===== src/design/dbcr_pkg.sv =====
package dbcr_pkg;

    // Access kind
    localparam logic OP_READ  = 1'b0;
    localparam logic OP_WRITE = 1'b1;

    // Access size codes
    localparam logic [1:0] SIZE_BYTE    = 2'd0;
    localparam logic [1:0] SIZE_WORD    = 2'd1;
    localparam logic [1:0] SIZE_LONG    = 2'd2;
    localparam logic [1:0] SIZE_ILLEGAL = 2'd3;

    // Register map (low address byte, long access)
    localparam logic [7:0] ADDR_INT_STATUS = 8'h00;
    localparam logic [7:0] ADDR_INT_MASK   = 8'h08;
    localparam logic [7:0] ADDR_SET_INT    = 8'h10;
    localparam logic [7:0] ADDR_CONFIG     = 8'h18;
    localparam logic [7:0] ADDR_CONTROL    = 8'h20;
    localparam logic [7:0] ADDR_STATUS     = 8'h28;
    localparam logic [7:0] ADDR_COMMAND    = 8'h30;
    localparam logic [7:0] ADDR_BIT_COUNT  = 8'h38;
    localparam logic [7:0] ADDR_DATA0      = 8'h80;
    localparam logic [7:0] ADDR_DATA1      = 8'h88;

    // Interrupt bits
    localparam logic [31:0] INT_REJECT = 32'h0000_0001;
    localparam logic [31:0] INT_ACCESS = 32'h0000_0004;
    localparam logic [31:0] INT_RESET  = 32'h0000_0008;

    // Control write bits
    localparam int CTL_EN_POLL_BIT  = 0;
    localparam int CTL_DIS_POLL_BIT = 1;
    localparam int CTL_XMIT_BIT     = 2;
    localparam int CTL_RESET_BIT    = 3;

    // Status byte bits
    localparam logic [7:0] ST_TIMEOUT = 8'h04;
    localparam logic [7:0] ST_RESET   = 8'h10;
    localparam logic [7:0] ST_ACCESS  = 8'h20;
    localparam logic [7:0] ST_POLL_EN = 8'h40;

    typedef struct packed {
        logic        opcode;
        logic [1:0]  access_size;
        logic [7:0]  address;
        logic [31:0] write_data;
    } dbcr_access_t;

    typedef struct packed {
        logic [31:0] read_data;
        logic        bus_error;
        logic        irq_out;
    } dbcr_result_t;

endpackage


===== src/design/dbcr_core.sv =====
module dbcr_core
    import dbcr_pkg::*;
(
    input  logic         clk,
    input  logic         rst_n,
    input  logic         step,
    input  dbcr_access_t acc,
    output dbcr_result_t result
);

    logic [31:0] int_status_reg;
    logic [31:0] int_mask_reg;
    logic [31:0] config_word_reg;
    logic [7:0]  status_byte_reg;
    logic [31:0] command_word_reg;
    logic [31:0] bit_count_reg;
    logic [31:0] data0_reg;
    logic [31:0] data1_reg;
    logic        irq_level_reg;

    logic [31:0] int_status_next;
    logic [31:0] int_mask_next;
    logic [31:0] config_word_next;
    logic [7:0]  status_byte_next;
    logic [31:0] command_word_next;
    logic [31:0] bit_count_next;
    logic [31:0] data0_next;
    logic [31:0] data1_next;
    logic        irq_level_next;

    logic [7:0]  dec_addr;
    logic [31:0] full;
    logic        rd_hit;
    logic        wr_hit;
    logic [31:0] rdata;
    logic        err;
    logic [7:0]  st_a;
    logic [7:0]  st_b;
    logic [7:0]  st_c;
    logic [31:0] raised;
    logic [31:0] st_clr;
    logic [31:0] st_set;

    // Register read decode; narrow reads decode on the aligned long address
    always_comb
    begin
        dec_addr = (acc.access_size == SIZE_LONG) ? acc.address : {acc.address[7:2], 2'b00};
        rd_hit   = 1'b1;
        unique case (dec_addr)
            ADDR_INT_STATUS: full = int_status_reg;
            ADDR_INT_MASK:   full = int_mask_reg;
            ADDR_CONFIG:     full = config_word_reg;
            ADDR_STATUS:     full = {24'h0, status_byte_reg};
            ADDR_COMMAND:    full = command_word_reg;
            ADDR_BIT_COUNT:  full = bit_count_reg;
            ADDR_DATA0:      full = data0_reg;
            ADDR_DATA1:      full = data1_reg;
            default:
            begin
                full   = 32'h0;
                rd_hit = 1'b0;
            end
        endcase
    end

    // Control write: reset, transmit, disable poll, enable poll, in that order
    always_comb
    begin
        raised = 32'h0;
        st_a   = status_byte_reg;
        if (acc.write_data[CTL_RESET_BIT])
        begin
            st_a   = st_a & ~ST_POLL_EN;
            raised = raised | INT_RESET;
        end
        st_b = st_a;
        if (acc.write_data[CTL_XMIT_BIT])
        begin
            if ((st_a & (ST_RESET | ST_ACCESS)) != 8'h0)
            begin
                raised = raised | INT_REJECT;
            end
            else
            begin
                st_b   = st_a | ST_TIMEOUT;
                raised = raised | INT_ACCESS;
            end
        end
        st_c = st_b;
        if (acc.write_data[CTL_DIS_POLL_BIT])
        begin
            st_c = st_b & ~ST_POLL_EN;
        end
        if (acc.write_data[CTL_EN_POLL_BIT])
        begin
            if (((st_c & (ST_RESET | ST_ACCESS)) != 8'h0) && ((st_c & ST_POLL_EN) == 8'h0))
            begin
                raised = raised | INT_REJECT;
            end
            else
            begin
                st_c = st_c | ST_POLL_EN;
            end
        end
    end

    assign st_clr = int_status_reg & ~acc.write_data;
    assign st_set = int_status_reg | acc.write_data;

    always_comb
    begin
        int_status_next   = int_status_reg;
        int_mask_next     = int_mask_reg;
        config_word_next  = config_word_reg;
        status_byte_next  = status_byte_reg;
        command_word_next = command_word_reg;
        bit_count_next    = bit_count_reg;
        data0_next        = data0_reg;
        data1_next        = data1_reg;
        irq_level_next    = irq_level_reg;
        wr_hit            = 1'b1;
        unique case (acc.address)
            ADDR_INT_STATUS:
            begin
                int_status_next = st_clr;
                if ((st_clr & int_mask_reg) == 32'h0)
                begin
                    irq_level_next = 1'b0;
                end
            end
            ADDR_INT_MASK:
            begin
                int_mask_next  = acc.write_data;
                irq_level_next = (int_status_reg & acc.write_data) != 32'h0;
            end
            ADDR_SET_INT:
            begin
                int_status_next = st_set;
                if ((st_set & int_mask_reg) != 32'h0)
                begin
                    irq_level_next = 1'b1;
                end
            end
            ADDR_CONFIG:    config_word_next  = acc.write_data;
            ADDR_CONTROL:
            begin
                status_byte_next = st_c;
                int_status_next  = int_status_reg | raised;
                if ((raised & int_mask_reg) != 32'h0)
                begin
                    irq_level_next = 1'b1;
                end
            end
            ADDR_COMMAND:   command_word_next = acc.write_data;
            ADDR_BIT_COUNT: bit_count_next    = acc.write_data;
            ADDR_DATA0:     data0_next        = acc.write_data;
            ADDR_DATA1:     data1_next        = acc.write_data;
            default:        wr_hit            = 1'b0;
        endcase
    end

    // Result: long reads return the full register, narrow reads a lane; writes and errors return zero data
    always_comb
    begin
        rdata = 32'h0;
        err   = 1'b0;
        if (acc.access_size == SIZE_ILLEGAL)
        begin
            err = 1'b1;
        end
        else if (acc.opcode == OP_WRITE)
        begin
            err = (acc.access_size != SIZE_LONG) || !wr_hit;
        end
        else if (!rd_hit)
        begin
            err = 1'b1;
        end
        else if (acc.access_size == SIZE_LONG)
        begin
            rdata = full;
        end
        else if (acc.access_size == SIZE_WORD)
        begin
            rdata = acc.address[1] ? {16'h0, full[15:0]} : {16'h0, full[31:16]};
        end
        else
        begin
            case (acc.address[1:0])
                2'd0:    rdata = {24'h0, full[31:24]};
                2'd1:    rdata = {24'h0, full[23:16]};
                2'd2:    rdata = {24'h0, full[15:8]};
                default: rdata = {24'h0, full[7:0]};
            endcase
        end
    end

    logic do_write;
    assign do_write = step && (acc.opcode == OP_WRITE) && (acc.access_size == SIZE_LONG)
                      && wr_hit;

    assign result.read_data = rdata;
    assign result.bus_error = err;
    assign result.irq_out   = do_write ? irq_level_next : irq_level_reg;

    always_ff @(posedge clk or negedge rst_n)
    begin
        if (!rst_n)
        begin
            int_status_reg   <= 32'h0;
            int_mask_reg     <= 32'h0;
            config_word_reg  <= 32'h0;
            status_byte_reg  <= 8'h0;
            command_word_reg <= 32'h0;
            bit_count_reg    <= 32'h0;
            data0_reg        <= 32'h0;
            data1_reg        <= 32'h0;
            irq_level_reg    <= 1'b0;
        end
        else if (do_write)
        begin
            int_status_reg   <= int_status_next;
            int_mask_reg     <= int_mask_next;
            config_word_reg  <= config_word_next;
            status_byte_reg  <= status_byte_next;
            command_word_reg <= command_word_next;
            bit_count_reg    <= bit_count_next;
            data0_reg        <= data0_next;
            data1_reg        <= data1_next;
            irq_level_reg    <= irq_level_next;
        end
    end

endmodule


===== src/design/desktop_bus_controller_registers_unit.sv =====
// Pipeline: an accepted access is held in the access register, then decoded
//   and committed as it moves into the result register on the output port.
// Throughput: 1 access per cycle while the output is not stalled; the register
//   file decodes and updates between the access register and the result register.
// Reset (rst_n low, asynchronous): both stages empty, all register-file
//   registers zero, interrupt level cleared.
module desktop_bus_controller_registers_unit
    import dbcr_pkg::*;
(
    input  logic        clk,
    input  logic        rst_n,
    input  logic        in_valid,
    output logic        in_stall,
    input  logic        opcode,
    input  logic [1:0]  access_size,
    input  logic [7:0]  address,
    input  logic [31:0] write_data,
    output logic        out_valid,
    input  logic        out_stall,
    output logic [31:0] read_data,
    output logic        bus_error,
    output logic        irq_out
);

    // Access stage: holds one accepted access until the result stage takes it
    logic         acc_valid_reg;
    dbcr_access_t acc_reg;

    // Result stage: holds one finished result until the consumer takes it
    logic         res_valid_reg;
    dbcr_result_t res_reg;

    dbcr_result_t core_result;
    logic         advance;
    logic         step;

    // Advance when the result stage is empty or its result leaves this cycle
    assign advance  = !res_valid_reg || !out_stall;
    // Hold the producer only while a full access stage cannot advance
    assign in_stall = acc_valid_reg && !advance;
    // Commit the access into the register file as it moves to the result stage
    assign step     = acc_valid_reg && advance;

    dbcr_core u_core (
        .clk    (clk),
        .rst_n  (rst_n),
        .step   (step),
        .acc    (acc_reg),
        .result (core_result)
    );

    always_ff @(posedge clk or negedge rst_n)
    begin
        if (!rst_n)
        begin
            acc_valid_reg <= 1'b0;
            res_valid_reg <= 1'b0;
        end
        else
        begin
            // Take a new transfer whenever the access stage is free or emptying
            if (!in_stall)
            begin
                acc_valid_reg <= in_valid;
            end
            if (advance)
            begin
                res_valid_reg <= acc_valid_reg;
            end
        end
    end

    // Payload registers; no reset needed
    always_ff @(posedge clk)
    begin
        if (in_valid && !in_stall)
        begin
            acc_reg.opcode      <= opcode;
            acc_reg.access_size <= access_size;
            acc_reg.address     <= address;
            acc_reg.write_data  <= write_data;
        end
        if (step)
        begin
            res_reg <= core_result;
        end
    end

    assign out_valid = res_valid_reg;
    assign read_data = res_reg.read_data;
    assign bus_error = res_reg.bus_error;
    assign irq_out   = res_reg.irq_out;

endmodule


===== config.mk =====
export PLATFORM = sky130hd
export DESIGN_NAME = desktop_bus_controller_registers_unit
export DESIGN_NICKNAME = d
export VERILOG_FILES = /design/src/design/dbcr_pkg.sv /design/src/design/dbcr_core.sv /design/src/design/desktop_bus_controller_registers_unit.sv
export SDC_FILE = /design/constraint.sdc
export NUM_CORES = 1
export LEC_CHECK = 0
export ABC_CLOCK_PERIOD_IN_PS = 7650
export BUFFER_PORTS_ARGS = -buffer_cell sky130_fd_sc_hd__buf_2
export CAP_MARGIN = 20
export CELL_PAD_IN_SITES_DETAIL_PLACEMENT = 2
export CELL_PAD_IN_SITES_GLOBAL_PLACEMENT = 2
export CORE_ASPECT_RATIO = 0.9
export CORE_MARGIN = 4
export CORE_UTILIZATION = 39
export DETAILED_ROUTE_END_ITERATION = 8
export PLACE_DENSITY = 0.74
export SLEW_MARGIN = 15
export SYNTH_ARGS = -nofsm -noshare
export SYNTH_HDL_FRONTEND = slang
export SYNTH_SLANG_ARGS = --single-unit

===== constraint.sdc =====
create_clock -name clk -period 7.65 [get_ports clk]
set_input_delay 0.3825 -clock clk [delete_from_list [all_inputs] [get_ports clk]]
set_output_delay 0.3825 -clock clk [all_outputs]
set_load 0.1 [all_outputs]

==> impl_metrics.toml <==
[synth]
async_flop_share = 0.748
synth.avg_cell_area_um2 = 12.3
syn_area_um2 = 14500
ys_ff_latch = 306
synth_cell_type_count = 68
syn_nets = 1220
synth-main-ff-cell = "dfrtp_1"
synth_warnings = 0
synth-edff-count = 77
syn_inst = 1173
synth-seq-area-share = 0.557

[route]
vias_per_cell = 6.13
post-route-drc-count = 0
drtIter0Drc = 851
wl_per_cell_um = 30.6
vias = 10600
first_pass_iters = 5
routed_wl_um = 52700
postRouteAntennaNets = 0

[grt]
grtUsageTotal = 0.262
met1_usage = 0.358
antenna_found_initial = 1
globalRouteMet2Util = 0.423
grt_pass1_wl_um = 78400
top_usage_layer = "met2"
use_met3 = 0.0595
grt_max_degree = 128
grt_overflow_total = 0
grt_pass1_vias = 11400

[final_layout]
area_growth_syn_to_layout_pct = 13.3
postLayoutCellArea_um2 = 16400
fin_nets = 1267
n_antenna_cell = 0
layout-drive-gt1-share = 0.327
largest_register_ffs = 43

[timing]
skew_ns = 0.0217
worst_pin_slew_ns = 1.15
clock.fmax_ghz = 0.257
fin_tns_setup_ns = 0
post-route-period-util = 0.508
hold_ws_ns = 0.0197
hold_viol = 0
grt_setup_unrepaired = "false"
maxSlewHeadroom = 0.223
slew_viol_final = 0
period_needed_ns = 3.89
final-setup-viol-count = 0

[run]
maxCapViolations = 0

[floorplanning]
num_io_pins = 83
die-width_um = 211
coreArea_um2 = 36300
initial_core_util = 0.398
rows = 66
die_area_um2 = 40200
die_y_um = 191

[worst_setup_path]
crit_arrival_ns = 4.18
endpoint_kind = "register"
crit_chain = "buf_4 > and4bb_2 > a221o_1 > o22ai_1 > nor3_1 > o221ai_1 > a221oi_1"
cp_max_fo = 33
critical_path_class = "reg2reg"
cpPeakStageDelay_ns = 0.90
cp_slowest_cell = "nor3_1"
start_kind = "register"
critPathRequiredTime_ns = 7.94

[clocking]
cts_buffer_depth = 3
clk_pin_slew_ns = 0.06
clock_sinks = 306
cts_tree = "built"
cts_max_level = 2
post_cts_buffers = 0
hold_buffers = 1
clk_latency_ns = 0.53
numCtsBuffers = 35
cts_resized = 0
cts_root_buffer = "clkbuf_16"

[placed_design]
placed_area_um2 = 15200
port_buffers = 82
hpwl_um = 35400
place.gp.congestion = 0.905

[power]
p_leak_nw = 7.16
ir_drop_v = 0.000145
power.total_w = 0.00377
p_per_area_nw_per_um2 = 230

[status]
status = "finished, final reports clean"

[hold_path]
hold_class = "in2async"
cells in the mapped netlist, types with 3 or more instances:
library cell	count	area share
nand2b_1	7	0.0030
dfrtp_1	229	0.40
nor4_1	9	0.0039
a22oi_1	43	0.022
a21oi_1	33	0.011
and3_1	3	0.0013
edfxtp_1	77	0.16
o211ai_1	4	0.0021
a31oi_1	3	0.0013
a222oi_1	5	0.0035
buf_6	4	0.0031
and2_1	5	0.0022
o32ai_1	3	0.0018
nor2_1	53	0.014
a221o_1	5	0.0035
clkbuf_1	50	0.013
nor2b_1	8	0.0035
nor3_1	12	0.0042
nand2_1	107	0.028
a22o_1	10	0.0061
or3_1	5	0.0022
a211oi_1	4	0.0021
mux2_1	3	0.0023
a32oi_1	3	0.0018
nand3_1	12	0.0042
clkbuf_2	3	0.0010
mux2i_1	27	0.019
o21ai_0	62	0.021
o22ai_1	20	0.0087
nor4_4	3	0.0044
mux2_2	228	0.18
a221oi_1	21	0.013
buf_4	21	0.011
inv_1	7	0.0018
o21bai_1	3	0.0016
nand4_1	14	0.0061
o221ai_1	5	0.0030
buf_2	22	0.0076
stage by stage:
stage	std cells	util	setup slack, ns
3_5_place_dp	1658	0.418	3.90
2_1_floorplan	1173	-	4.25
4_1_cts	1722	0.450	3.94
3_3_place_gp	1657	0.418	3.92
6_report	1722	0.450	3.76
5_1_grt	1722	0.450	3.65
worst max-delay path: cells and delay by family (launching register included):
kind	cells	cell delay [ns]
flip-flops	1	0.34
AO/OA/AOI/OAI	4	1.06
AND/OR/NAND/NOR	2	1.69
buffers and inverters	1	0.52
final cells by class:
class,count,area [um2]
clock buffer,58,1090
clock inverter,5,78.8
fill,3646,20000
inverter,8,30.0
multi-input combinational,759,5890
sequential,306,8040
tap,476,596
timing repair buffer,110,641
kinds of logic (layout without fill, tap and decap cells):
| kind of cell | count (synthesis) | in the layout | synth area share |
|---|---|---|---|
| DFF | 306 | 306 | 0.557 |
| AOI/OAI and AO/OA | 245 | 245 | 0.117 |
| and+or+nand+nor | 254 | 254 | 0.0868 |
| buffers and inverters | 108 | 181 | 0.0378 |
| muxes | 260 | 260 | 0.202 |
cells in the final DEF, fill, tap and decap left out, types with 6 or more instances in the layout:
master,Yosys,routed
dfrtp_1,229,229
o21ai_0,62,62
nor2_1,53,52
clkbuf_16,0,38
a22oi_1,43,43
clkbuf_1,50,14
buf_2,22,81
nand2_1,107,107
o22ai_1,20,20
nand2b_1,7,7
mux2i_1,27,27
a22o_1,10,10
a221oi_1,21,21
nand3_1,12,12
a21oi_1,33,33
nor3_1,12,11
inv_1,7,7
buf_4,21,26
clkbuf_8,0,6
nand4_1,14,14
nor2b_1,8,8
mux2_2,228,228
nor4_1,9,9
edfxtp_1,77,77
path summary, 6_finish.rpt:
| kind | cells past startpoint | start | to | slack, ns |
|---|---|---|---|---|
| worst max-delay path | 7 | acc_reg[37] | read_data[2] | 3.76 |
| worst min-delay path | 1 | rst_n | u_core.bit_count_reg[10] | 0.02 |
| worst max register to register | 7 | acc_reg[37] | read_data[2] | 3.76 |
| worst min register to register | 1 | u_core.status_byte_reg[2] | u_core.status_byte_reg[2] | 0.49 |
| max in group asynchronous | 2 | rst_n | u_core.config_word_reg[11] | 6.27 |
| min in group clk | 1 | write_data[23] | acc_reg[23] | 0.02 |
power breakdown:
group / switching [W] / internal [W] / total [W]
logic: 0.000238 / 0.0000557 / 0.000294
registers: 0.0000477 / 0.00171 / 0.00176
clock network: 0.000680 / 0.00104 / 0.00172
metal layers:
layer  vias to the layer above  wire [um]
li1                       4474          -
met1                      5627      22900
met2                       355      24500
met3                       105       3730
met4                         2       1570
met5                         -         20
Power figures use the tool's default switching activity.
